[config.mk]
export PLATFORM = sky130hd
export DESIGN_NAME = mcp_ctrl
export DESIGN_NICKNAME = d
export VERILOG_FILES = /design/src/rtl/mcp_pkg.sv /design/src/rtl/mcp_ctrl.sv
export SDC_FILE = /design/constraint.sdc
export NUM_CORES = 1
export LEC_CHECK = 0
export ABC_CLOCK_PERIOD_IN_PS = 2500
export BUFFER_PORTS_ARGS = -buffer_cell sky130_fd_sc_hd__buf_2
export CAP_MARGIN = 10
export CORE_MARGIN = 4
export CORE_UTILIZATION = 45
export CTS_BUF_LIST = sky130_fd_sc_hd__clkbuf_2
export DETAILED_ROUTE_END_ITERATION = 8
export GPL_TIMING_DRIVEN = 0
export PLACE_DENSITY = 0.69
export RECOVER_POWER = 25
export SLEW_MARGIN = 30
export SYNTH_ARGS = -nofsm -noshare
export SYNTH_HDL_FRONTEND = slang
export SYNTH_SLANG_ARGS = --single-unit
[constraint.sdc]
create_clock -name clk -period 2.5 [get_ports clk]
set_clock_uncertainty 0.15 [all_clocks]
set_input_delay 0.125 -clock clk [delete_from_list [all_inputs] [get_ports clk]]
set_output_delay 0.125 -clock clk [all_outputs]
set_load 0.05 [all_outputs]
[src/rtl/mcp_pkg.sv]
// Shared types and constants for the message coalescing packetizer.
`default_nettype none
package mcp_pkg;

  typedef struct packed {
    logic [1:0]  cmd;
    logic [15:0] msg_len;
  } in_t;

  typedef struct packed {
    logic        event_kind;
    logic [13:0] packet_bytes;
    logic [12:0] message_count;
    logic        oversize;
    logic        last_result;
  } out_t;

  localparam logic [1:0] CMD_ENQ   = 2'd0;
  localparam logic [1:0] CMD_TICK  = 2'd1;
  localparam logic [1:0] CMD_FORCE = 2'd2;

  localparam logic [2:0] REG_COALESCE = 3'd0;
  localparam logic [2:0] REG_FRAMING  = 3'd1;
  localparam logic [2:0] REG_CAP      = 3'd2;
  localparam logic [2:0] REG_INTERVAL = 3'd3;
  localparam logic [2:0] REG_DRIFT    = 3'd4;

  localparam logic EV_SENT    = 1'b0;
  localparam logic EV_DISCARD = 1'b1;

  localparam logic [13:0] CAP_MIN    = 14'd512;
  localparam logic [13:0] CAP_MAX    = 14'd8192;
  localparam logic [17:0] HDR_BYTES  = 18'd2;
  localparam int          RESULT_MAX = 64;

  typedef enum logic [3:0] {
    OP_NONE, OP_ACCEPT, OP_CHK_LOAD, OP_SAVE_FILL, OP_FL_LEG, OP_FL_INIT,
    OP_PKT_INIT, OP_PKT_STEP, OP_PKT_EMIT, OP_ENQ_DISC, OP_ENQ_WRITE,
    OP_LEG_ENQ, OP_CHK_SCHED, OP_CHK_CLAMP, OP_FINISH
  } dp_op_t;

  typedef struct packed {
    dp_op_t op;
  } ctl_cmd_t;

  typedef struct packed {
    logic [1:0] cmd;
    logic       enable;
    logic       framing;
    logic       len_zero;
    logic       len_big;
    logic       count_zero;
    logic       no_room;
    logic       n_tight;
    logic       n_full;
    logic       fill_not_less;
    logic       not_due;
    logic       budget_zero;
    logic       walk_stop;
    logic       interval_zero;
    logic       hold_valid;
    logic       can_emit;
    logic       out_free;
  } dp_stat_t;

endpackage
`default_nettype wire

[src/rtl/mcp_ctrl.sv]
// Controller state machine that sequences enqueue, flush and pacing steps.
`default_nettype none
module mcp_ctrl import mcp_pkg::*; (
  input  wire logic     clk,
  input  wire logic     rst_n,
  input  wire logic     in_valid,
  output logic          in_stall,
  input  wire dp_stat_t stat,
  output ctl_cmd_t      ctl
);

  typedef enum logic [15:0] {
    S_IDLE      = 16'h0001,
    S_DISPATCH  = 16'h0002,
    S_ENQ_TEST  = 16'h0004,
    S_ENQ_AFTER = 16'h0008,
    S_ENQ_FINAL = 16'h0010,
    S_ENQ_WRITE = 16'h0020,
    S_LEG_ENQ   = 16'h0040,
    S_CHK_A     = 16'h0080,
    S_CHK_B     = 16'h0100,
    S_CHK_C     = 16'h0200,
    S_FL_START  = 16'h0400,
    S_PKT_START = 16'h0800,
    S_PKT_FETCH = 16'h1000,
    S_PKT_EXAM  = 16'h2000,
    S_PKT_EMIT  = 16'h4000,
    S_FINISH    = 16'h8000
  } state_t;

  state_t state_r, state_nxt;
  logic   ret_enq_r, ret_enq_nxt;
  logic   force_chk;
  state_t ret_state;

  assign force_chk = (stat.cmd == CMD_FORCE);
  assign ret_state = ret_enq_r ? S_ENQ_AFTER : S_CHK_B;
  assign in_stall  = (state_r != S_IDLE);

  always_comb begin
    state_nxt   = state_r;
    ret_enq_nxt = ret_enq_r;
    ctl.op      = OP_NONE;
    case (state_r)
      S_IDLE: begin
        if (in_valid) begin
          ctl.op    = OP_ACCEPT;
          state_nxt = S_DISPATCH;
        end
      end
      S_DISPATCH: begin
        if (!stat.enable) begin
          state_nxt = S_FINISH;
        end else begin
          case (stat.cmd)
            CMD_ENQ: begin
              if (stat.len_zero || stat.len_big) state_nxt = S_FINISH;
              else if (!stat.framing)            state_nxt = S_LEG_ENQ;
              else                               state_nxt = S_ENQ_TEST;
            end
            CMD_TICK, CMD_FORCE: state_nxt = S_CHK_A;
            default: state_nxt = S_FINISH;
          endcase
        end
      end
      S_ENQ_TEST: begin
        if (!stat.count_zero && stat.no_room && !stat.n_tight) begin
          ctl.op      = OP_SAVE_FILL;
          ret_enq_nxt = 1'b1;
          state_nxt   = S_FL_START;
        end else begin
          state_nxt = S_ENQ_FINAL;
        end
      end
      S_ENQ_AFTER: state_nxt = stat.fill_not_less ? S_ENQ_FINAL : S_ENQ_TEST;
      S_ENQ_FINAL: begin
        if (!stat.no_room) begin
          state_nxt = S_ENQ_WRITE;
        end else if (stat.count_zero || stat.can_emit) begin
          ctl.op    = OP_ENQ_DISC;
          state_nxt = S_ENQ_WRITE;
        end
      end
      S_ENQ_WRITE: begin
        ctl.op    = OP_ENQ_WRITE;
        state_nxt = S_FINISH;
      end
      S_LEG_ENQ: begin
        if (stat.count_zero || stat.can_emit) begin
          ctl.op    = OP_LEG_ENQ;
          state_nxt = S_FINISH;
        end
      end
      S_CHK_A: begin
        ctl.op = OP_CHK_LOAD;
        if (!force_chk && stat.not_due) begin
          state_nxt = S_FINISH;
        end else if (!stat.count_zero) begin
          ret_enq_nxt = 1'b0;
          state_nxt   = S_FL_START;
        end else if (!force_chk) begin
          state_nxt = S_FINISH;
        end else begin
          state_nxt = S_CHK_B;
        end
      end
      S_CHK_B: begin
        ctl.op    = OP_CHK_SCHED;
        state_nxt = stat.interval_zero ? S_FINISH : S_CHK_C;
      end
      S_CHK_C: begin
        ctl.op    = OP_CHK_CLAMP;
        state_nxt = S_FINISH;
      end
      S_FL_START: begin
        if (stat.count_zero) begin
          state_nxt = ret_state;
        end else if (!stat.framing) begin
          if (stat.can_emit) begin
            ctl.op    = OP_FL_LEG;
            state_nxt = ret_state;
          end
        end else begin
          ctl.op    = OP_FL_INIT;
          state_nxt = S_PKT_START;
        end
      end
      S_PKT_START: begin
        if (stat.budget_zero || stat.count_zero || stat.n_full) begin
          state_nxt = ret_state;
        end else begin
          ctl.op    = OP_PKT_INIT;
          state_nxt = S_PKT_FETCH;
        end
      end
      S_PKT_FETCH: state_nxt = S_PKT_EXAM;
      S_PKT_EXAM: begin
        ctl.op    = OP_PKT_STEP;
        state_nxt = stat.walk_stop ? S_PKT_EMIT : S_PKT_FETCH;
      end
      S_PKT_EMIT: begin
        if (stat.can_emit) begin
          ctl.op    = OP_PKT_EMIT;
          state_nxt = S_PKT_START;
        end
      end
      S_FINISH: begin
        if (!stat.hold_valid || stat.out_free) begin
          ctl.op    = OP_FINISH;
          state_nxt = S_IDLE;
        end
      end
      default: state_nxt = S_IDLE;
    endcase
  end

  always_ff @(posedge clk) begin
    if (!rst_n) begin
      state_r   <= S_IDLE;
      ret_enq_r <= 1'b0;
    end else begin
      state_r   <= state_nxt;
      ret_enq_r <= ret_enq_nxt;
    end
  end

endmodule
`default_nettype wire

---- After elaboration in Yosys (flattened, before gate mapping) ----
Cells that the tools add are included.
word-level totals
  register bits ........................... 17
  input bits .............................. 21
  output and inout bits ................... 5
cells by class
  equality and inequality tests ........... 28
  muxes and demuxes ....................... 39
  reduce and logical (&&, ||, !) cells .... 18
operators by type and width
  kind                                                     number
  2-to-1 mux 16 bit                                        15
  one-hot mux 16 bit (15 select lines)                     1
  one-hot mux 4 bit (13 select lines)                      1
  one-hot mux 16 bit (2 select lines)                      1
  2-to-1 mux 4 bit                                         7
  equality test 16 x 1 -> 1 bit (second input constant)    1
  equality test 16 x 10 -> 1 bit (second input constant)   1
  equality test 16 x 11 -> 1 bit (second input constant)   1
  equality test 16 x 12 -> 1 bit (second input constant)   1
  equality test 16 x 13 -> 1 bit (second input constant)   1
  equality test 16 x 14 -> 1 bit (second input constant)   1
  equality test 16 x 15 -> 1 bit (second input constant)   1
  equality test 16 bit (second input constant)             1
  equality test 16 x 2 -> 1 bit (second input constant)    1
  equality test 16 x 3 -> 1 bit (second input constant)    1
  equality test 16 x 4 -> 1 bit (second input constant)    1
  equality test 16 x 5 -> 1 bit (second input constant)    1
  equality test 16 x 6 -> 1 bit (second input constant)    1
  equality test 16 x 7 -> 1 bit (second input constant)    1
  equality test 16 x 8 -> 1 bit (second input constant)    1
  equality test 16 x 9 -> 1 bit (second input constant)    1
  inequality test 16 x 1 -> 1 bit (second input constant)  1
  2-to-1 mux 15 bit                                        1
  inequality test 2 bit (second input constant)            7
  other kinds (21)                                         35

---- Longest topological paths before layout ----
Gate-level depths: netlist (run 1).
  depth after elaboration ................. 5
  gate-level depth with buffers ........... 8
  mapped depth without buffers ............ 8

---- Worst setup path after synthesis (run 1) ----
Ideal clock, no wire load.
  path type ............................... register to output
  from .................................... register state_r[4]
  to ...................................... output ctl[0] (netlist bit)
  arrival ................................. 2384 ps
  setup slack ............................. -159 ps
  stages on the path, launching flop included .. 7
  path buffers ............................ 2
  cells stage by stage .................... dfxtp_1 -> buf_6 -> or4_1 -> buf_2 -> nor3_2 -> inv_1 -> o2111ai_1
RTL lines
  element                   RTL line         text
  start: declaration        mcp_ctrl.sv:31   state_t state_r, state_nxt;
  start signal: assignment  mcp_ctrl.sv:162  state_r <= state_nxt;
  end: declaration          mcp_ctrl.sv:9    output ctl_cmd_t ctl

---- Worst setup path in the final report (run 1) ----
  from .................................... register state_r[8]
  to ...................................... register state_r[3]
between the ends
  word-level cells in the longest chain between the ends .. 3
  elaborated cells between the ends (all ways) .. 25
ends and longest elaborated chain
  element                                                                             RTL line        text
  equality test 16 x 10 -> 1 bit (tied with other cells)                              mcp_ctrl.sv:44  case (state_r)
  OR reduction 2 bit (no line) (tied with other cells)                                n/a
  one-hot mux 16 bit (15 select lines) / AND reduction 6 bit (equally long branches)  n/a
Parallel ways exist; a longest one is shown, timed or not.
A chain may end at the register's enable or synchronous reset.

==> results of run 1 <==
==> what timing repair did <==
item / CTS / global route
hold buffers: 9 / 0
pin swaps: 16 / 9
gates resized for setup: 48 / 16
setup endpoints to repair: 19 / 20
setup buffers: 16 / 6
endpoints found under the hold margin: 7 / 0
==> per-stage QoR <==
step,setup TNS (ns),setup slack (ns),instances,util (%)
after floorplan,-0.00720,-0.00720,184,-
after global placement,-2.19,-0.198,252,53.5
after detailed placement,-2.56,-0.228,252,53.5
after CTS,-1.55,-0.173,275,65.5
after global routing,-4.01,-0.270,280,68.9
final,-3.07,-0.239,280,68.9
==> logic make-up after synthesis <==
family                     count (synthesis)
adders and majority gates                  3
DFF                                       17
and+or+nand+nor                          106
AOI/OAI and AO/OA                         32
buffers and inverters                     19
xor gates and xnor gates                   6
muxes                                      1
==> power groups by stage <==
stage                     clock, W  sequential [W]  combinational (W)
after floorplan                  0        0.000291           0.000178
after global placement           0        0.000293           0.000245
after detailed placement         0        0.000294           0.000248
after CTS                 0.000133        0.000286           0.000308
after global routing      0.000152        0.000290           0.000380
final                     0.000133        0.000287           0.000360
==> flip-flops by register name (all words and copies together) (netlist names) <==
name       count
state_r       16
ret_enq_r      1
==> critical path: stages, from the launching register on <==
cell	delay [ns]
dfxtp_4	0.39
or4_4	0.61
or4_4	0.58
buf_4	0.16
nor3b_4	0.23
buf_4	0.16
nor4_2	0.04
nand2_2	0.23
nor4b_2	0.09
==> per-layer routing <==
layer	track usage (%)	vias to the layer above
met3	2.95	14
met2	43.7	102
met1	30.2	830
li1	-	808
met4	7.39	0
met5	0	-
==> layout by cell type, fill, tap and decap left out, types with 5 or more instances in the layout <==
| master | instances |
|---|---|
| buf_4 | 21 |
| nand2b_1 | 5 |
| nor3_1 | 9 |
| nor2b_1 | 7 |
| or4_4 | 6 |
| inv_1 | 7 |
| dlygate4sd3_1 | 9 |
| nand3_1 | 8 |
| dfxtp_1 | 7 |
| nand4_1 | 5 |
| nor2_1 | 16 |
| buf_2 | 19 |
| dfxtp_2 | 6 |
| buf_6 | 5 |
==> how the worst max path moves through the flow <==
stage | from | to | slack [ns] | depth (start not counted)
floorplan | state_r[9] | ctl[3] | -0.007 | 7
global placement | state_r[5] | state_r[3] | -0.20 | 8
detailed placement | state_r[9] | ctl[1] | -0.23 | 9
CTS | state_r[8] | ctl[3] | -0.17 | 6
global route | state_r[8] | ctl[0] | -0.27 | 9
finish | state_r[8] | state_r[3] | -0.24 | 8
==> layout make-up <==
class,count,area [um^2]
clock inverters,1,5.00
repair buffers,55,418
fillers,255,948
plain buffers,5,26.3
well taps,44,55.1
inverters,7,26.3
flip-flops and latches,17,363
clock buffers,3,15.0
multi-input cells,148,1200
==> synth_stat cells (6+ instances only) <==
library cell / count
nor4_1: 6
dfxtp_1: 17
nand2_1: 6
nand3_1: 10
or4_1: 6
inv_1: 7
nor2_1: 19
nor2b_1: 7
clkbuf_1: 7
nor3_1: 12
==> qor.yml, run 1 <==
status: "complete, but fails checks"
violations: "negative setup slack"
first_pass_iters: 5
yosys_most_used_dff: "dfxtp_1"
synth_mux_area_share_pct: 0.697
p_sw_share_pct: 40.4
grt_pass1_vias: 1701
startpoint_type: "flop"
clk_pin_slew_ns: 0.19
hold_path_class: "input port to flop"
highest_layer: "met4"
hold_slack_ns: 0.0453
synthCells: 184
synth_cell_type_count: 50
final_nets: 261
min_period_over_period_pct: 110
reg2reg_depth: 8
required_ns: 2.58
cts_max_level: 1
p_comb_share_pct: 46.1
synth-xor-area-share_pct: 3.66
die_area_mm2: 0.00416
cts_made_buffers: 3
rr_endpoint: "state_r[3]"
slew_headroom_pct: 53.1
power.density_mw_per_mm2: 371
power.total_w: 0.000780
diodes: 0
syn-cell-area_mm2: 0.00144
rsz0062_at_grt: "yes"
drt_wl_total_um: 5120
synth_fa_ha_area_share_pct: 2.61
fp.dieH_um: 64.5
hpwlAfterDp_um: 3420
yosys.area_share.simple_pct: 45.8
coreArea_mm2: 0.00305
r2r_slack_ns: -0.24
worst_slack_ns: -0.239
gp_congestion: 0.877
drc: 0
die_x_um: 64.5
p_sw_w: 0.000315
cts_tree: "done"
p_seq_share_pct: 36.8
final_hold_viol_count: 0
hold_start: "stat[1]"
ys_warn_count: 0
clockPowerShare_pct: 17.1
placed_area_mm2: 0.00163
route.met3.wl_um: 447
row_count: 20
port_buffers: 24
critical_path_class: "flop to flop"
arrival_ns: 2.82
p_leak_nw: 0.817
min_path_cells: 4
grt_pass1_wl_um: 8050
syn_nets: 208
synth_compound_gate_area_share_pct: 16.6
irDropWorstVdd_uv: 272
synth_edf_count: 0
ant_nets: 0
fmax_mhz: 365
final_max_slew_viol_count: 0
clock_path_buffers: 2
initial_core_util_pct: 47.0
wl_per_cell_um: 18.3
clock-sinks: 17
cp_max_fo: 7
grt_max_degree: 11
viasPerCell: 6.26
cts_root_buffer: "clkbuf_2"
gr-total-overflow: 0
grt_use_total_pct: 24.3
hold_path_end: "state_r[14]"
avgSynthCellArea_um2: 7.81
netlist.area_leader.share_pct: 23.7
synth-seq-cells: 17
layout-drive-gt1-share_pct: 41.5
fin_area_mm2: 0.00210
seq_area_frac_synth_pct: 23.7
r2r_start: "state_r[8]"
route.vias.total: 1754
max_cap_violations: 0
syn2layout_area_growth_pct: 46.5
antenna_found_initial: 0
synth_top_family_by_area: "simple AND/OR/NAND/NOR gates"
io_pins: 26
synthTopCellsByArea: "dfxtp_1 (24%), nor2_1 (5.0%), nor3_1 (4.2%), nand3_1 (3.5%), or4_1 (3.1%)"
period_minus_slack_ns: 2.74
drtIter0Drc: 122
async_flop_share_pct: 0
end_kind: "flop"
tightest_slew_ns: 0.698
clock_latency_ns: 0.32
internal_power_w: 0.000465
yosys.area.top_type: "dfxtp_1"
wl_met1_um: 2000
finalSetupViolCount: 19
route.met2.wl_um: 2550
(Power assumes the default switching activity.)
==> inputs of run 2 (changes only) <==
--- a/config.mk
+++ b/config.mk
@@ -8,7 +8,7 @@
 export ABC_CLOCK_PERIOD_IN_PS = 2500
 export BUFFER_PORTS_ARGS = -buffer_cell sky130_fd_sc_hd__buf_2
 export CAP_MARGIN = 10
-export CORE_MARGIN = 4
+export CORE_MARGIN = 3
 export CORE_UTILIZATION = 45
 export CTS_BUF_LIST = sky130_fd_sc_hd__clkbuf_2
 export DETAILED_ROUTE_END_ITERATION = 8
==> qor.yml, run 2 (synthesis gave the netlist of run 1 again) <==
wl_per_cell_um: 18.4
required_ns: 2.61
timing.critical_path.mode_cell: "or4_4"
timing.critical_path.buf_inv: 2
io_pins: 26
rsz0062_at_grt: "yes"
hold_start: "stat[1]"
cts_tree: "done"
place_ws_ns: -0.228
drt_wl_total_um: 5060
row_count: 19
slew_headroom_pct: 57.7
final_nets: 257
p_leak_nw: 0.808
final_common_cell: "buf_2"
r2r_slack_ns: -0.17
gr-total-overflow: 0
hold_slack_ns: 0.00503
hold_path_class: "input port to flop"
grt_max_degree: 11
p_sw_share_pct: 40.5
fp.dieH_um: 62.5
cp_slowest_stage_delay_ns: 0.51
grt_pass1_wl_um: 7880
cts_max_level: 1
clock_latency_ns: 0.33
internal_power_w: 0.000472
layout-drive-gt1-share_pct: 40.1
port_buffers: 24
period_minus_slack_ns: 2.67
dp_cells: 250
arrival_ns: 2.78
antenna_found_initial: 0
top_register: "state_r"
final_max_slew_viol_count: 0
hpwlAfterDp_um: 3340
drc: 0
status: "complete, but fails checks"
hold_path_end: "state_r[14]"
p_comb_share_pct: 45.2
initial_core_util_pct: 49.5
fillerInstances: 229
drtIter0Drc: 124
violations: "negative setup slack"
min_period_over_period_pct: 107
clk_pin_slew_ns: 0.20
cts_root_buffer: "clkbuf_2"
clockPowerShare_pct: 18.7
route.vias.total: 1708
coreArea_mm2: 0.00290
ant_nets: 0
reg2reg_depth: 8
finalSetupViolCount: 11
startpoint_type: "flop"
cpLargestDelayFamily: "simple AND/OR/NAND/NOR gates"
grt_use_total_pct: 25.2
die_x_um: 62.5
critical_path_class: "flop to flop"
layout_common_cells: "buf_2 (19), nor2_1 (18), buf_4 (14), dlygate4sd3_1 (10), nor3_1 (9)"
worst_slack_ns: -0.168
reg_top3: "state_r (16), ret_enq_r (1)"
p_sw_w: 0.000321
max_cap_violations: 0
largest_reg_flops: 16
slowest_stage: "or4_4"
syn2layout_area_growth_pct: 45.3
gp_congestion: 0.897
irDropWorstVdd_uv: 326
clock-sinks: 17
first_pass_iters: 4
end_kind: "flop"
cp_cell_sequence: "or4_4 > buf_6 > or4_4 > buf_6 > nor3b_4 > or4_4 > o21ai_4 > o21bai_1"
grt_pass1_vias: 1624
utilization_pct: 72.0
final_hold_viol_count: 0
min_path_cells: 4
r2r_start: "state_r[5]"
tightest_slew_ns: 0.625
fmax_mhz: 375
die_area_mm2: 0.00391
viasPerCell: 6.23
cts_made_buffers: 3
rr_endpoint: "state_r[0]"
p_seq_share_pct: 36.2
cp_max_fo: 9
power.density_mw_per_mm2: 380
layout.cells.non_filler: 274
diodes: 0
clock_path_buffers: 2
setup-tns-final_ns: -1.27
[run 2: repair_timing]
item,4_1_cts,5_1_grt
setup endpoints to repair,19,19
pin swaps,14,6
hold buffers,10,0
gates resized for setup,46,21
buffers inserted,15,2
endpoints found under the hold margin,11,0
[run 2: metal layers]
layer | track usage, % | part of all wire [%] | vias up
li1 | - | - | 802
met1 | 31.2 | 42 | 809
met2 | 44.3 | 50 | 84
met3 | 3.24 | 6.2 | 13
met4 | 9.37 | 2.5 | 0
met5 | 0 | 0 | -
[run 2: worst max path at each step]
stage,end,cells after the start,slack [ns],from
global placement,ctl[1],9,-0.18,state_r[5]
detailed placement,ctl[1],9,-0.23,state_r[5]
global route,ctl[3],6,-0.25,state_r[8]
finish,state_r[0],8,-0.17,state_r[5]
floorplan,ctl[3],7,-0.007,state_r[9]
CTS,ctl[3],6,-0.14,state_r[8]
[run 2: through the flow]
| stage | instance area, um^2 | total power, W |
|---|---|---|
| final | 2090 | 0.000793 |
| after global routing | 2090 | 0.000835 |
| after CTS | 2000 | 0.000746 |
| after detailed placement | 1630 | 0.000540 |
| after global placement | 1630 | 0.000538 |
| after floorplan | 1460 | 0.000468 |
[run 2: final cells by class]
| cell class | instances | area [um^2] | share of cell area (%) |
|---|---|---|---|
| Sequential cell | 17 | 370 | 17.7 |
| Tap cell | 42 | 52.6 | 2.52 |
| Timing Repair Buffer | 51 | 399 | 19.1 |
| Clock buffer | 4 | 20.0 | 0.959 |
| Inverter | 7 | 26.3 | 1.26 |
| Multi-Input combinational cell | 148 | 1190 | 57.1 |
| Buffer | 5 | 27.5 | 1.32 |
[run 2: worst register-to-register path, stage by stage (launching register included)]
cell and delay, ns:
dfxtp_4 0.42, or4_4 0.52, buf_6 0.15, or4_4 0.46
buf_6 0.14, nor3b_4 0.25, or4_4 0.24, o21ai_4 0.09
o21bai_1 0.17
[run 2: power by group through the flow]
stage | registers (W) | clock network, W | logic (W)
after floorplan | 0.000291 | 0 | 0.000178
after global placement | 0.000293 | 0 | 0.000245
after detailed placement | 0.000293 | 0 | 0.000247
after CTS | 0.000286 | 0.000143 | 0.000317
after global routing | 0.000288 | 0.000163 | 0.000384
final | 0.000287 | 0.000148 | 0.000358
==> inputs of run 3 (changes only) <==
--- a/config.mk
+++ b/config.mk
@@ -5,6 +5,7 @@
 export SDC_FILE = /design/constraint.sdc
 export NUM_CORES = 1
 export LEC_CHECK = 0
+export ABC_AREA = 1
 export ABC_CLOCK_PERIOD_IN_PS = 2500
 export BUFFER_PORTS_ARGS = -buffer_cell sky130_fd_sc_hd__buf_2
 export CAP_MARGIN = 10
==> qor.yml, run 3 <==
status: "finished clean"
dp_cells: 314
antenna_found_initial: 0
first_pass_iters: 4
rsz0062_at_grt: "no"
required_ns: 2.23
syn2layout_area_growth_pct: 18.9
end_kind: "primary output"
critical_path_class: "flop to primary output"
netlist.area_leader.share_pct: 22.8
p_leak_nw: 0.937
cts_root_buffer: "clkbuf_2"
hpwlAfterDp_um: 3150
layout_common_cells: "nand2_1 (55), nor2_1 (51), inv_1 (36), nand3_1 (22), buf_2 (22)"
yosys_most_used_dff: "dfxtp_1"
seq_area_frac_synth_pct: 22.8
ant_nets: 0
gp_congestion: 1.00
max_cap_violations: 0
clock_path_buffers: 2
slowest_stage: "dfxtp_1"
io_pins: 26
synth-seq-cells: 17
r2r_slack_ns: 0.35
final_common_cell: "nand2_1"
diodes: 0
wl_per_cell_um: 11.8
top_register: "state_r"
grt_use_total_pct: 20.7
ys_warn_count: 0
largest_reg_flops: 16
layout.cells.non_filler: 325
setup-tns-final_ns: 0
startpoint_type: "flop"
drt_wl_total_um: 3820
fp.dieH_um: 63.6
fmax_mhz: 429
cts_tree: "done"
cp_max_fo: 10
hold_slack_ns: 0.0233
irDropWorstVdd_uv: 413
coreArea_mm2: 0.00310
power.total_w: 0.00109
port_buffers: 24
clock-sinks: 17
hold_path_class: "input port to flop"
initial_core_util_pct: 48.1
cts_made_buffers: 3
final_nets: 306
route.vias.total: 1605
row_count: 20
viasPerCell: 4.94
syn-cell-area_mm2: 0.00149
slew_headroom_pct: 79.2
power.density_mw_per_mm2: 615
synth_edf_count: 0
tightest_slew_ns: 0.311
clk_pin_slew_ns: 0.17
final_max_slew_viol_count: 0
synthTopCellsByArea: "dfxtp_1 (23%), nand2_1 (14%), nor2_1 (13%), inv_1 (9.0%), nand3_1 (7.4%)"
gr-total-overflow: 0
synth_most_common_cell: "nand2_1"
grt_max_degree: 11
grt_pass1_wl_um: 6580
cp_cell_sequence: "nor2_1 > nand2_2 > nor2_4 > buf_6 > nand2_1 > o211a_1 > nand3b_1 > buf_2"
period_minus_slack_ns: 2.33
async_flop_share_pct: 0
finalSetupViolCount: 0
yosys-top-cells-count: "nand2_1 (55), nor2_1 (52), inv_1 (36), nand3_1 (22), dfxtp_1 (17)"
synth_cell_type_count: 30
avgSynthCellArea_um2: 6.07
die_x_um: 63.6
final_hold_viol_count: 0
layout-drive-gt1-share_pct: 22.8
drtIter0Drc: 94
grt_pass1_vias: 1508
syn_nets: 270
clock_latency_ns: 0.32
cts_max_level: 1
drc: 0
cp_slowest_stage_delay_ns: 0.36
arrival_ns: 2.06
die_area_mm2: 0.00405
yosys.area.top_type: "dfxtp_1"
reg_top3: "state_r (16), ret_enq_r (1)"
synthCells: 246
min_period_over_period_pct: 93.3
-- run 3: timing repair --
item,in CTS,in global routing
resized for setup,0,6
hold buffers,5,2
setup buffers,0,0
hold endpoints to repair,16,2
setup endpoints to repair,0,4
-- run 3: where the power goes --
part	switching, W	internal [W]	leakage [nW]
clock	0.0000943	0.0000423	0.0166
sequential	0.0000227	0.000294	0.138
combinational	0.000430	0.000209	0.783
total	0.000547	0.000546	0.937
-- run 3: cell type report --
| type | count | area [um^2] |
|---|---|---|
| Fill cell | 350 | 1330 |
| Multi-Input combinational cell | 188 | 981 |
| Sequential cell | 17 | 340 |
| Timing Repair Buffer | 31 | 195 |
| Inverter | 38 | 143 |
| Tap cell | 44 | 55.1 |
| Buffer | 3 | 42.5 |
| Clock buffer | 4 | 20.0 |
-- run 3: per-stage QoR --
| step | setup WS (ns) | utilization, % | instance area, um^2 |
|---|---|---|---|
| global placement | 0.495 | 53.8 | 1670 |
| detailed placement | 0.479 | 53.8 | 1670 |
| global route | 0.00773 | 57.3 | 1780 |
| CTS | 0.100 | 56.0 | 1740 |
| finish | 0.168 | 57.3 | 1780 |
| floorplan | 0.392 | - | 1490 |
-- run 3: worst paths after layout --
| check | from | to | cells after the start |
|---|---|---|---|
| setup / recovery | state_r[3] | ctl[3] | 8 |
| hold / removal | stat[6] | ret_enq_r | 4 |
| setup reg to reg | state_r[3] | state_r[12] | 7 |
| hold reg to reg | ret_enq_r | ret_enq_r | 2 |
-- run 3: worst max-delay path, delay by kind of cell (launching register included) --
family                 cells  cell delay (ns)
AO/OA/AOI/OAI              1             0.22
buffers and inverters      2             0.45
flip-flops                 1             0.36
AND/OR/NAND/NOR            5             0.72
-- run 3: cells by family after synthesis --
logic type / share of synthesized area, %
buffers and inverters: 12.4
AND/OR/NAND/NOR: 56.1
adder cells (fa/ha/maj): 2.51
flip-flops: 22.8
AO/OA/AOI/OAI: 6.20
-- run 3: metal layers --
layer,vias to the layer above,global-route usage (%),routed length [um]
li1,837,-,-
met1,697,26.2,1680
met2,62,34.8,1830
met3,9,3.39,239
met4,0,7.82,78
met5,-,0,0
